`src/rtl/core/adaptive_cruise_speed_governor_defines.svh`:
```
// Assertion macros shared by the governor modules.
// Define NO_ASSERTIONS to compile them out.
`ifndef ADAPTIVE_CRUISE_SPEED_GOVERNOR_DEFINES_SVH
`define ADAPTIVE_CRUISE_SPEED_GOVERNOR_DEFINES_SVH

`ifndef NO_ASSERTIONS

// Same-cycle implication, disabled while reset is asserted (active low).
`define ACSG_ASSERT_IMP(label, clk, rst, ante, cons) \
  label: assert property (@(posedge clk) disable iff (!rst) (ante) |-> (cons)) \
    else $error("acsg: assertion failed");

// Next-cycle implication, disabled while reset is asserted (active low).
`define ACSG_ASSERT_NXT(label, clk, rst, ante, cons) \
  label: assert property (@(posedge clk) disable iff (!rst) (ante) |=> (cons)) \
    else $error("acsg: assertion failed");

`else

`define ACSG_ASSERT_IMP(label, clk, rst, ante, cons)
`define ACSG_ASSERT_NXT(label, clk, rst, ante, cons)

`endif

`endif

```
`src/rtl/core/acsg_pkg.sv`:
```
`timescale 1ns / 1ps

package acsg_pkg;

  localparam int unsigned CMD_W     = 2;
  localparam int unsigned DIST_W    = 12;
  localparam int unsigned SPEED_W   = 7;
  localparam int unsigned MODE_W    = 2;
  localparam int unsigned ACT_W     = 2;
  localparam int unsigned MS_W      = 32;
  localparam int unsigned CFG_IDX_W = 3;
  localparam int unsigned PROD_W    = DIST_W + SPEED_W;
  localparam int unsigned QUO_W     = SPEED_W;
  localparam int unsigned DIV_CNT_W = $clog2(QUO_W);

  localparam int unsigned IN_TDATA_W  = ((DIST_W + 7) / 8) * 8;
  localparam int unsigned OUT_FIELD_W = MODE_W + SPEED_W + 1 + ACT_W + 1 + DIST_W;
  localparam int unsigned OUT_TDATA_W = ((OUT_FIELD_W + 7) / 8) * 8;

  localparam logic [SPEED_W-1:0] MAX_SPEED        = 7'd90;
  localparam logic [SPEED_W-1:0] EMERGENCY_STEP   = 7'd10;
  localparam logic [MS_W-1:0]    STEP_INTERVAL_MS = 32'd50;
  localparam logic [DIST_W-1:0]  FRONT_RESET      = 12'd500;

  localparam logic [SPEED_W-1:0] CRUISE_RESET     = 7'd50;
  localparam logic [DIST_W-1:0]  FOLLOW_RESET     = 12'd100;
  localparam logic [SPEED_W-1:0] MIN_SPEED_RESET  = 7'd20;
  localparam logic [DIST_W-1:0]  MIN_DIST_RESET   = 12'd20;
  localparam logic [DIST_W-1:0]  EMERG_RESET      = 12'd15;
  localparam logic [DIST_W-1:0]  SAFE_RESET       = 12'd100;
  localparam logic [SPEED_W-1:0] ACCEL_RESET      = 7'd2;
  localparam logic [SPEED_W-1:0] DECEL_RESET      = 7'd5;

  typedef enum logic [CMD_W-1:0] {
    CMD_TICK    = 2'd0,
    CMD_SAMPLE  = 2'd1,
    CMD_ENABLE  = 2'd2,
    CMD_DISABLE = 2'd3
  } acsg_cmd_t;

  typedef enum logic [MODE_W-1:0] {
    MODE_DISABLED  = 2'd0,
    MODE_ENABLED   = 2'd1,
    MODE_FOLLOWING = 2'd2,
    MODE_EMERGENCY = 2'd3
  } acsg_mode_t;

  typedef enum logic [ACT_W-1:0] {
    ACT_NONE         = 2'd0,
    ACT_FORWARD      = 2'd1,
    ACT_STOP         = 2'd2,
    ACT_STOP_FORWARD = 2'd3
  } acsg_action_t;

  typedef enum logic [CFG_IDX_W-1:0] {
    REG_CRUISE_SPEED    = 3'd0,
    REG_FOLLOW_DISTANCE = 3'd1,
    REG_MIN_SPEED       = 3'd2,
    REG_MIN_DISTANCE    = 3'd3,
    REG_EMERG_DISTANCE  = 3'd4,
    REG_SAFE_DISTANCE   = 3'd5,
    REG_ACCEL_STEP      = 3'd6,
    REG_DECEL_STEP      = 3'd7
  } acsg_reg_t;

  typedef enum logic [2:0] {
    ST_IDLE = 3'd0,
    ST_EVAL = 3'd1,
    ST_MUL  = 3'd2,
    ST_DIV  = 3'd3,
    ST_GOAL = 3'd4,
    ST_RAMP = 3'd5,
    ST_EMIT = 3'd6
  } acsg_state_t;

  // Controller to datapath.
  typedef struct packed {
    logic load;
    logic eval;
    logic mul;
    logic div_step;
    logic goal;
    logic ramp;
    logic emit;
  } acsg_ctl_t;

  // Datapath to controller, valid during evaluation.
  typedef struct packed {
    logic need_div;
    logic need_ramp;
  } acsg_stat_t;

endpackage

```
`src/rtl/core/acsg_ctrl.sv`:
```
`timescale 1ns / 1ps

`include "adaptive_cruise_speed_governor_defines.svh"

module acsg_ctrl (
  input  logic               clk,
  input  logic               rst_n,
  input  logic               in_tvalid,
  output logic               in_tready,
  output logic               out_tvalid,
  input  logic               out_tready,
  input  acsg_pkg::acsg_stat_t stat,
  output acsg_pkg::acsg_ctl_t  ctl
);
  import acsg_pkg::*;

  acsg_state_t            state_r, state_nxt;
  logic [DIV_CNT_W-1:0]   div_cnt_r, div_cnt_nxt;
  logic                   out_valid_r, out_valid_nxt;

  always_ff @(posedge clk) begin
    if (!rst_n) begin
      state_r     <= ST_IDLE;
      div_cnt_r   <= '0;
      out_valid_r <= 1'b0;
    end else begin
      state_r     <= state_nxt;
      div_cnt_r   <= div_cnt_nxt;
      out_valid_r <= out_valid_nxt;
    end
  end

  always_comb begin
    state_nxt   = state_r;
    div_cnt_nxt = div_cnt_r;
    ctl         = '0;
    in_tready   = 1'b0;
    case (state_r)
      ST_IDLE: begin
        in_tready = 1'b1;
        if (in_tvalid) begin
          ctl.load  = 1'b1;
          state_nxt = ST_EVAL;
        end
      end
      ST_EVAL: begin
        ctl.eval = 1'b1;
        if (stat.need_div) begin
          state_nxt = ST_MUL;
        end else if (stat.need_ramp) begin
          state_nxt = ST_RAMP;
        end else begin
          state_nxt = ST_EMIT;
        end
      end
      ST_MUL: begin
        ctl.mul     = 1'b1;
        div_cnt_nxt = DIV_CNT_W'(QUO_W - 1);
        state_nxt   = ST_DIV;
      end
      ST_DIV: begin
        ctl.div_step = 1'b1;
        if (div_cnt_r == '0) begin
          state_nxt = ST_GOAL;
        end else begin
          div_cnt_nxt = div_cnt_r - 1'b1;
        end
      end
      ST_GOAL: begin
        ctl.goal  = 1'b1;
        state_nxt = ST_RAMP;
      end
      ST_RAMP: begin
        ctl.ramp  = 1'b1;
        state_nxt = ST_EMIT;
      end
      ST_EMIT: begin
        // hold until the output register is free
        if (!out_valid_r || out_tready) begin
          ctl.emit  = 1'b1;
          state_nxt = ST_IDLE;
        end
      end
      default: begin
        state_nxt = ST_IDLE;
      end
    endcase

    if (ctl.emit) begin
      out_valid_nxt = 1'b1;
    end else if (out_tready) begin
      out_valid_nxt = 1'b0;
    end else begin
      out_valid_nxt = out_valid_r;
    end
  end

  assign out_tvalid = out_valid_r;

  `ACSG_ASSERT_NXT(a_accept_starts_eval, clk, rst_n, in_tvalid && in_tready, state_r == ST_EVAL)
  `ACSG_ASSERT_IMP(a_no_result_overwrite, clk, rst_n, out_valid_r && !out_tready, !ctl.emit)
  `ACSG_ASSERT_NXT(a_div_ends, clk, rst_n, state_r == ST_DIV && div_cnt_r == '0, state_r == ST_GOAL)

endmodule

```
`src/rtl/core/acsg_dp.sv`:
```
`timescale 1ns / 1ps

`include "adaptive_cruise_speed_governor_defines.svh"

module acsg_dp (
  input  logic                                 clk,
  input  logic                                 rst_n,
  input  acsg_pkg::acsg_ctl_t                  ctl,
  output acsg_pkg::acsg_stat_t                 stat,
  input  logic [acsg_pkg::CMD_W-1:0]           in_cmd,
  input  logic [acsg_pkg::DIST_W-1:0]          in_dist,
  input  logic                                 cfg_we,
  input  logic [acsg_pkg::CFG_IDX_W-1:0]       cfg_idx,
  input  logic [acsg_pkg::DIST_W-1:0]          cfg_wdata,
  output logic [acsg_pkg::OUT_TDATA_W-1:0]     out_data
);
  import acsg_pkg::*;

  // configuration
  logic [SPEED_W-1:0] cruise_r, cruise_nxt;
  logic [DIST_W-1:0]  follow_r, follow_nxt;
  logic [SPEED_W-1:0] min_speed_r, min_speed_nxt;
  logic [DIST_W-1:0]  min_dist_r, min_dist_nxt;
  logic [DIST_W-1:0]  emerg_r, emerg_nxt;
  logic [DIST_W-1:0]  safe_r, safe_nxt;
  logic [SPEED_W-1:0] accel_r, accel_nxt;
  logic [SPEED_W-1:0] decel_r, decel_nxt;

  // governor state
  acsg_mode_t         mode_r, mode_nxt;
  logic [SPEED_W-1:0] speed_r, speed_nxt;
  logic [DIST_W-1:0]  front_r, front_nxt;
  logic               brake_r, brake_nxt;
  logic [MS_W-1:0]    ms_r, ms_nxt;
  logic [MS_W-1:0]    last_step_r, last_step_nxt;

  // per-item working registers
  acsg_cmd_t          cmd_r, cmd_nxt;
  logic [DIST_W-1:0]  dist_r, dist_nxt;
  logic               written_r, written_nxt;
  acsg_action_t       action_r, action_nxt;
  logic [SPEED_W-1:0] goal_r, goal_nxt;
  logic [DIST_W-1:0]  num_r, num_nxt;
  logic [DIST_W-1:0]  den_r, den_nxt;
  logic [SPEED_W-1:0] span_r, span_nxt;
  logic [PROD_W-1:0]  rem_r, rem_nxt;
  logic [PROD_W-1:0]  den_sh_r, den_sh_nxt;
  logic [QUO_W-1:0]   quo_r, quo_nxt;
  logic [OUT_TDATA_W-1:0] out_data_r, out_data_nxt;

  // decode of the held item
  logic [SPEED_W-1:0] t_raise, target, span;
  logic [DIST_W-1:0]  follow_eff;
  logic [MS_W-1:0]    elapsed;
  logic               step_due, running, emerg_hit, near, too_close, safe;
  logic [SPEED_W-1:0] spd_brake, diff_up, diff_dn, amt_up, amt_dn;

  always_ff @(posedge clk) begin
    if (!rst_n) begin
      cruise_r    <= CRUISE_RESET;
      follow_r    <= FOLLOW_RESET;
      min_speed_r <= MIN_SPEED_RESET;
      min_dist_r  <= MIN_DIST_RESET;
      emerg_r     <= EMERG_RESET;
      safe_r      <= SAFE_RESET;
      accel_r     <= ACCEL_RESET;
      decel_r     <= DECEL_RESET;
      mode_r      <= MODE_DISABLED;
      speed_r     <= '0;
      front_r     <= FRONT_RESET;
      brake_r     <= 1'b0;
      ms_r        <= '0;
      last_step_r <= '0;
    end else begin
      cruise_r    <= cruise_nxt;
      follow_r    <= follow_nxt;
      min_speed_r <= min_speed_nxt;
      min_dist_r  <= min_dist_nxt;
      emerg_r     <= emerg_nxt;
      safe_r      <= safe_nxt;
      accel_r     <= accel_nxt;
      decel_r     <= decel_nxt;
      mode_r      <= mode_nxt;
      speed_r     <= speed_nxt;
      front_r     <= front_nxt;
      brake_r     <= brake_nxt;
      ms_r        <= ms_nxt;
      last_step_r <= last_step_nxt;
    end
  end

  always_ff @(posedge clk) begin
    cmd_r      <= cmd_nxt;
    dist_r     <= dist_nxt;
    written_r  <= written_nxt;
    action_r   <= action_nxt;
    goal_r     <= goal_nxt;
    num_r      <= num_nxt;
    den_r      <= den_nxt;
    span_r     <= span_nxt;
    rem_r      <= rem_nxt;
    den_sh_r   <= den_sh_nxt;
    quo_r      <= quo_nxt;
    out_data_r <= out_data_nxt;
  end

  always_comb begin
    t_raise    = (cruise_r < min_speed_r) ? min_speed_r : cruise_r;
    target     = (t_raise > MAX_SPEED) ? MAX_SPEED : t_raise;
    span       = (target > min_speed_r) ? (target - min_speed_r) : '0;
    follow_eff = (follow_r < min_dist_r) ? min_dist_r : follow_r;
    elapsed    = ms_r - last_step_r;
    step_due   = (cmd_r == CMD_SAMPLE) && (elapsed >= STEP_INTERVAL_MS);
    running    = (mode_r == MODE_ENABLED) || (mode_r == MODE_FOLLOWING);
    emerg_hit  = dist_r <= emerg_r;
    near       = dist_r < follow_eff;
    too_close  = dist_r < min_dist_r;
    safe       = dist_r > safe_r;
    spd_brake  = (speed_r >= EMERGENCY_STEP) ? (speed_r - EMERGENCY_STEP) : '0;
    diff_up    = goal_r - speed_r;
    diff_dn    = speed_r - goal_r;
    amt_up     = (diff_up > accel_r) ? accel_r : diff_up;
    amt_dn     = (diff_dn > decel_r) ? decel_r : diff_dn;

    stat.need_ramp = step_due && running && !emerg_hit;
    stat.need_div  = stat.need_ramp && near && !too_close;
  end

  always_comb begin
    cruise_nxt    = cruise_r;
    follow_nxt    = follow_r;
    min_speed_nxt = min_speed_r;
    min_dist_nxt  = min_dist_r;
    emerg_nxt     = emerg_r;
    safe_nxt      = safe_r;
    accel_nxt     = accel_r;
    decel_nxt     = decel_r;
    mode_nxt      = mode_r;
    speed_nxt     = speed_r;
    front_nxt     = front_r;
    brake_nxt     = brake_r;
    ms_nxt        = ms_r;
    last_step_nxt = last_step_r;
    cmd_nxt       = cmd_r;
    dist_nxt      = dist_r;
    written_nxt   = written_r;
    action_nxt    = action_r;
    goal_nxt      = goal_r;
    num_nxt       = num_r;
    den_nxt       = den_r;
    span_nxt      = span_r;
    rem_nxt       = rem_r;
    den_sh_nxt    = den_sh_r;
    quo_nxt       = quo_r;
    out_data_nxt  = out_data_r;

    if (cfg_we) begin
      case (acsg_reg_t'(cfg_idx))
        REG_CRUISE_SPEED:    cruise_nxt    = cfg_wdata[SPEED_W-1:0];
        REG_FOLLOW_DISTANCE: follow_nxt    = cfg_wdata;
        REG_MIN_SPEED:       min_speed_nxt = cfg_wdata[SPEED_W-1:0];
        REG_MIN_DISTANCE:    min_dist_nxt  = cfg_wdata;
        REG_EMERG_DISTANCE:  emerg_nxt     = cfg_wdata;
        REG_SAFE_DISTANCE:   safe_nxt      = cfg_wdata;
        REG_ACCEL_STEP:      accel_nxt     = cfg_wdata[SPEED_W-1:0];
        REG_DECEL_STEP:      decel_nxt     = cfg_wdata[SPEED_W-1:0];
        default:             cruise_nxt    = cruise_r;
      endcase
    end

    if (ctl.load) begin
      cmd_nxt  = acsg_cmd_t'(in_cmd);
      dist_nxt = in_dist;
    end

    if (ctl.eval) begin
      written_nxt = 1'b0;
      action_nxt  = ACT_NONE;
      goal_nxt    = target;
      num_nxt     = dist_r - min_dist_r;
      den_nxt     = follow_eff - min_dist_r;
      span_nxt    = span;
      case (cmd_r)
        CMD_TICK: begin
          ms_nxt = ms_r + 1'b1;
        end
        CMD_SAMPLE: begin
          front_nxt = dist_r;
          if (step_due) begin
            last_step_nxt = ms_r;
            if (running) begin
              if (emerg_hit) begin
                mode_nxt = MODE_EMERGENCY;
              end else if (near) begin
                mode_nxt = MODE_FOLLOWING;
                if (too_close) begin
                  goal_nxt = min_speed_r;
                end
              end else begin
                mode_nxt = MODE_ENABLED;
              end
            end else if (mode_r == MODE_EMERGENCY) begin
              // brake a fixed step; resume once the path is clear
              if (speed_r != '0) begin
                speed_nxt   = spd_brake;
                written_nxt = 1'b1;
                brake_nxt   = 1'b1;
              end
              if (safe) begin
                mode_nxt   = MODE_ENABLED;
                brake_nxt  = 1'b0;
                action_nxt = (speed_r == '0) ? ACT_STOP_FORWARD : ACT_FORWARD;
              end else begin
                action_nxt = (speed_r == '0) ? ACT_STOP : ACT_NONE;
              end
            end
          end
        end
        CMD_ENABLE: begin
          speed_nxt   = min_speed_r;
          mode_nxt    = MODE_ENABLED;
          brake_nxt   = 1'b0;
          written_nxt = 1'b1;
          action_nxt  = ACT_FORWARD;
        end
        CMD_DISABLE: begin
          mode_nxt   = MODE_DISABLED;
          speed_nxt  = '0;
          brake_nxt  = 1'b0;
          action_nxt = ACT_STOP;
        end
        default: begin
          mode_nxt = mode_r;
        end
      endcase
    end

    if (ctl.mul) begin
      rem_nxt    = PROD_W'(num_r) * PROD_W'(span_r);
      den_sh_nxt = PROD_W'(den_r) << (QUO_W - 1);
      quo_nxt    = '0;
    end

    // restoring division, one quotient bit per cycle, MSB first
    if (ctl.div_step) begin
      if (rem_r >= den_sh_r) begin
        rem_nxt = rem_r - den_sh_r;
        quo_nxt = {quo_r[QUO_W-2:0], 1'b1};
      end else begin
        quo_nxt = {quo_r[QUO_W-2:0], 1'b0};
      end
      den_sh_nxt = den_sh_r >> 1;
    end

    if (ctl.goal) begin
      goal_nxt = min_speed_r + quo_r;
    end

    if (ctl.ramp) begin
      if (goal_r > speed_r) begin
        speed_nxt   = speed_r + amt_up;
        written_nxt = 1'b1;
      end else if (goal_r < speed_r) begin
        speed_nxt   = speed_r - amt_dn;
        written_nxt = 1'b1;
      end
    end

    if (ctl.emit) begin
      out_data_nxt = OUT_TDATA_W'({front_r, brake_r, action_r, written_r, speed_r, mode_r});
    end
  end

  assign out_data = out_data_r;

  `ACSG_ASSERT_IMP(a_disabled_at_rest, clk, rst_n, mode_r == MODE_DISABLED, speed_r == '0 && !brake_r)
  `ACSG_ASSERT_IMP(a_brake_in_emergency, clk, rst_n, brake_r, mode_r == MODE_EMERGENCY)

endmodule

```
`src/rtl/core/adaptive_cruise_speed_governor.sv`:
```
`timescale 1ns / 1ps

// Channel  Direction  Handshake            Payload
// in_      slave      in_tvalid/in_tready  tuser: cmd; tdata: distance_cm
// out_     master     out_tvalid/out_tready tdata: mode, speed_now, speed_written,
//                                          motor_action, brake_flag, front_seen
// cfg_     slave      cfg_valid/cfg_ready  cfg_index, cfg_data
//
// One item at a time: ticks, commands and samples without a ramp pass through
// accept, evaluate and emit; a ramp toward a fixed goal adds a ramp step; a
// proportional target also adds a multiply step, a restoring divider and a goal step.
// rst_n is synchronous, active low, and restores configuration and governor state.
// A stalled output holds the next item in its final cycle; one more item may
// be taken while a finished result waits. cfg_ready is always high.

module adaptive_cruise_speed_governor (
  input  logic                                clk,
  input  logic                                rst_n,
  input  logic                                in_tvalid,
  output logic                                in_tready,
  // [11:0] distance_cm, [15:12] zero
  input  logic [acsg_pkg::IN_TDATA_W-1:0]     in_tdata,
  // [1:0] cmd
  input  logic [acsg_pkg::CMD_W-1:0]          in_tuser,
  output logic                                out_tvalid,
  input  logic                                out_tready,
  // [1:0] mode, [8:2] speed_now, [9] speed_written, [11:10] motor_action,
  // [12] brake_flag, [24:13] front_seen, [31:25] zero
  output logic [acsg_pkg::OUT_TDATA_W-1:0]    out_tdata,
  input  logic                                cfg_valid,
  output logic                                cfg_ready,
  input  logic [acsg_pkg::CFG_IDX_W-1:0]      cfg_index,
  input  logic [acsg_pkg::DIST_W-1:0]         cfg_data
);
  import acsg_pkg::*;

  acsg_ctl_t  ctl;
  acsg_stat_t stat;

  assign cfg_ready = 1'b1;

  acsg_ctrl u_ctrl (
    .clk        (clk),
    .rst_n      (rst_n),
    .in_tvalid  (in_tvalid),
    .in_tready  (in_tready),
    .out_tvalid (out_tvalid),
    .out_tready (out_tready),
    .stat       (stat),
    .ctl        (ctl)
  );

  acsg_dp u_dp (
    .clk       (clk),
    .rst_n     (rst_n),
    .ctl       (ctl),
    .stat      (stat),
    .in_cmd    (in_tuser),
    .in_dist   (in_tdata[DIST_W-1:0]),
    .cfg_we    (cfg_valid && cfg_ready),
    .cfg_idx   (cfg_index),
    .cfg_wdata (cfg_data),
    .out_data  (out_tdata)
  );

endmodule
```
`config.mk`:
```
export PLATFORM = sky130hd
export DESIGN_NAME = adaptive_cruise_speed_governor
export DESIGN_NICKNAME = d
export VERILOG_FILES = /design/src/rtl/core/acsg_pkg.sv /design/src/rtl/core/acsg_ctrl.sv /design/src/rtl/core/acsg_dp.sv /design/src/rtl/core/adaptive_cruise_speed_governor.sv
export VERILOG_INCLUDE_DIRS = /design/src /design/src/rtl/core
export SDC_FILE = /design/constraint.sdc
export NUM_CORES = 1
export LEC_CHECK = 0
export ABC_CLOCK_PERIOD_IN_PS = 5400
export BUFFER_PORTS_ARGS = -buffer_cell sky130_fd_sc_hd__buf_4
export CORE_MARGIN = 1
export CORE_UTILIZATION = 50
export DETAILED_ROUTE_END_ITERATION = 10
export HOLD_SLACK_MARGIN = 0.03
export PLACE_DENSITY = 0.66
export SLEW_MARGIN = 20
export SYNTH_ARGS = -nofsm -noshare
export SYNTH_HDL_FRONTEND = slang
export SYNTH_SLANG_ARGS = --single-unit
```
`constraint.sdc`:
```
create_clock -name clk -period 5.4 [get_ports clk]
set_input_delay 0.54 -clock clk [delete_from_list [all_inputs] [get_ports clk]]
set_output_delay 0.54 -clock clk [all_outputs]
set_load 0.01 [all_outputs]
```
==> summary.md <==
| Metric | Value |
|---|---|
| Status | finished, final reports clean |
| Buffers on Ports | 60 |
| Clock root buffer | clkbuf_16 |
| Mapped Area | 21400 sq um |
| Final setup vio count | 0 |
| Final Hold Viols | 0 |
| Max-slew headroom | 22.9% |
| #FFs+latches synth | 293 |
| GPL Wtd Cong | 0.938 |
| Leak Pwr | 0.0103 uW |
| Netlist cell types | 81 |
| Core Util, Final | 56.0% |
| Slew @ Worst Pin | 1.15 ns |
| WL final | 56600 microns |
| Post-route cell area | 23500 sq um |
| Nets | 2923 |
| Starting Density | 50.8% |
| # clock sinks | 293 |
| DR vias | 18100 |
| Post-place setup slack | 0.0110 ns |
| Seq/Total Area, Yosys | 32.3% |
| Drt drc | 0 |
| Critical Path Sink Type | flop |
| Pwr dens | 420 nW/um^2 |
| Via-to-Cell Ratio | 5.72 |
| Commonest non-fill, non-tap cell in the layout | nand2_1 |
| Peak supply drop | 0.000286 V |
| Cts hold-fix bufs | 0 |
| Period Utilization, post-route | 93.6% |
| Synth Warn # | 0 |
| Worst setup margin | 0.346 ns |
| Post-synthesis cell count | 2568 |
| Max frequency | 0.198 GHz |
| Most used DFF post-synth | dfxtp_1 |
| Antenna violations before repair | 1 |
| Vias in the first global route | 17500 |
| DRT Pass-1 Iters | 5 |
| Reg clk slew, reported paths | 0.06 ns |
| Setup Skew | 0.0267 ns |
| H-tree levels | 2 |
| Inserted Clock Buffers | 34 |
| Final TNS setup | 0 ns |
| Placed Area | 22300 sq um |
| TritonCTS clock tree | done |
| Sw frac | 39.5% |
| Min Tclk post-route | 5.05 ns |
| WP data required | 5.83 ns |
| Post-detail-place hpwl | 43400 microns |
| Layout cells sized above 1 | 7.27% |
| Crit-path max FO | 4 |
| Async SR Flop Fraction | 0% |
| First-pass GRT wire length | 91300 microns |
| Most frequent cells in the layout | 414 x nand2_1, 230 x inv_1, 223 x ha_1 |
| Average size of a mapped cell | 8.32 sq um |
| Gr usage total | 26.0% |
| Worst EP arrival | 5.49 ns |
| Die ar. | 43600 sq um |
| Sw Pwr | 3910 uW |
| Startpoint types | flop |
| I/O pin cnt | 73 |
| Cell Int Power | 5990 uW |
| HP Class | in2reg |
| Combinational group share of total power | 48.9% |
| Core Footprint | 42000 sq um |
| Fill cells | 3856 |
| Row cnt | 75 |
| DR WL/cell | 17.9 microns |
| Power consumption | 9900 uW |
| Post-synth EDFFs | 104 |
| Routed Antenna Nets | 0 |
| CTS Buffer Depth | 3 |
| Area grow syn2layout | 10.1% |
| GR Overflow Total | 0 |
| Critical path type | reg2reg |
| Max Slew Vio Count | 0 |
| Max Cap Viol | 0 |
| Vert. Die Dim | 209 microns |
| R2r setup slk | 0.35 ns |
| Initial DRC Count | 1106 |
| Die span in x | 209 microns |
| Sequential power share | 28.1% |
| Pin count of the biggest net entering global routing | 80 |
| Worst-Skew Late Latency | 0.56 ns |
| Clock power share | 23.0% |
[final timing paths]
kind,start,endpoint,cells after the start
max reg2reg,u_dp.goal_r[1],u_dp.speed_r[6],27
min reg2reg,u_dp.front_r[4],u_dp.out_data[17],0
max,u_dp.goal_r[1],u_dp.speed_r[6],27
min,in_tdata[0],u_dp.dist_r[0],1
[metal layers]
layer | track usage [%] | up-vias | part of all wire (%)
li1 | - | 8926 | -
met1 | 35.3 | 8669 | 46
met2 | 43.3 | 445 | 47
met3 | 3.19 | 83 | 4.6
met4 | 7.73 | 0 | 2.2
met5 | 0 | - | 0
[stage by stage]
step / instances / hold slack, ns
2_1_floorplan: 2574 / 0.400
3_3_place_gp: 3095 / 0.417
3_5_place_dp: 3095 / 0.420
4_1_cts: 3157 / 0.132
5_1_grt: 3169 / 0.140
6_report: 3169 / 0.161
[Yosys cell counts, types with 26 or more instances]
master	instances	share of area [%]
dfxtp_1	189	18
nand3_1	73	1.7
nand2b_1	36	1.1
ha_1	223	13
nor2b_1	36	1.1
inv_1	232	4.1
a21oi_1	215	5.0
nor3_1	45	1.1
xor2_1	63	2.6
o211ai_1	26	0.91
nor2_1	158	2.8
nand4_1	30	0.88
and2_1	39	1.1
nand2_1	414	7.3
edfxtp_1	104	15
clkbuf_1	83	1.5
a21o_1	68	2.4
fa_1	59	5.5
xnor2_1	48	2.0
o21ai_0	140	3.3
[power by group through the flow]
stage | clock network (uW) | registers [uW] | logic (uW)
global route | 2420 | 2800 | 5430
finish | 2280 | 2780 | 4840
floorplan | 0 | 2730 | 3630
detailed placement | 0 | 2820 | 4710
global placement | 0 | 2820 | 4610
CTS | 2340 | 2780 | 4760
[sequential cells by signal (all words and copies together), names as in the netlist, 18 cells and up]
register / flops
u_dp.out_data: 25
u_dp.last_step_r: 32
u_dp.den_sh_r: 18
u_dp.rem_r: 19
u_dp.ms_r: 32
[worst max-delay path, cell delays in order (launching register included)]
cell and delay, ns:
edfxtp_1 0.42, inv_1 0.11, ha_1 0.35, a21o_1 0.19, a21o_1 0.20, a21o_1 0.18, a21oi_1 0.20, xnor2_1 0.19
ha_1 0.29, nor2b_1 0.13, o21ai_0 0.13, o21ai_0 0.12, o22ai_2 0.19, nor2_1 0.07, a21oi_1 0.15, ha_1 0.17
inv_1 0.06, fa_1 0.39, a21o_1 0.17, a21o_1 0.19, a21o_1 0.18, a21oi_1 0.17, xnor2_1 0.15, xnor2_1 0.14
nand2_1 0.09, o31ai_2 0.09, a21oi_1 0.12, o21a_1 0.12
[kinds of logic after synthesis]
family	Yosys count	share of synthesized area [%]
DFF	293	32.3
and+or+nand+nor	897	19.2
adders and majority gates	282	18.6
muxes	28	1.35
buffers and inverters	343	6.29
xor gates and xnor gates	111	4.55
other	2	0.0351
AOI/OAI and AO/OA	612	17.7
[repair_timing]
item	in CTS	in global routing
gates resized for setup	1	15
endpoints found under the setup margin	1	4
setup buffers	0	11
pin swaps	0	1
[layout make-up]
cell class,instances,area (sq um),area share (%)
well taps,539,674,2.87
diodes,1,2.50,0.0106
inverters,233,877,3.73
multi-input cells,1938,13200,56.0
flip-flops and latches,293,6910,29.4
clock inverters,16,131,0.558
repair buffers,103,773,3.28
clock buffers,46,978,4.16
Note: power is estimated with default switching activity, not from simulation.
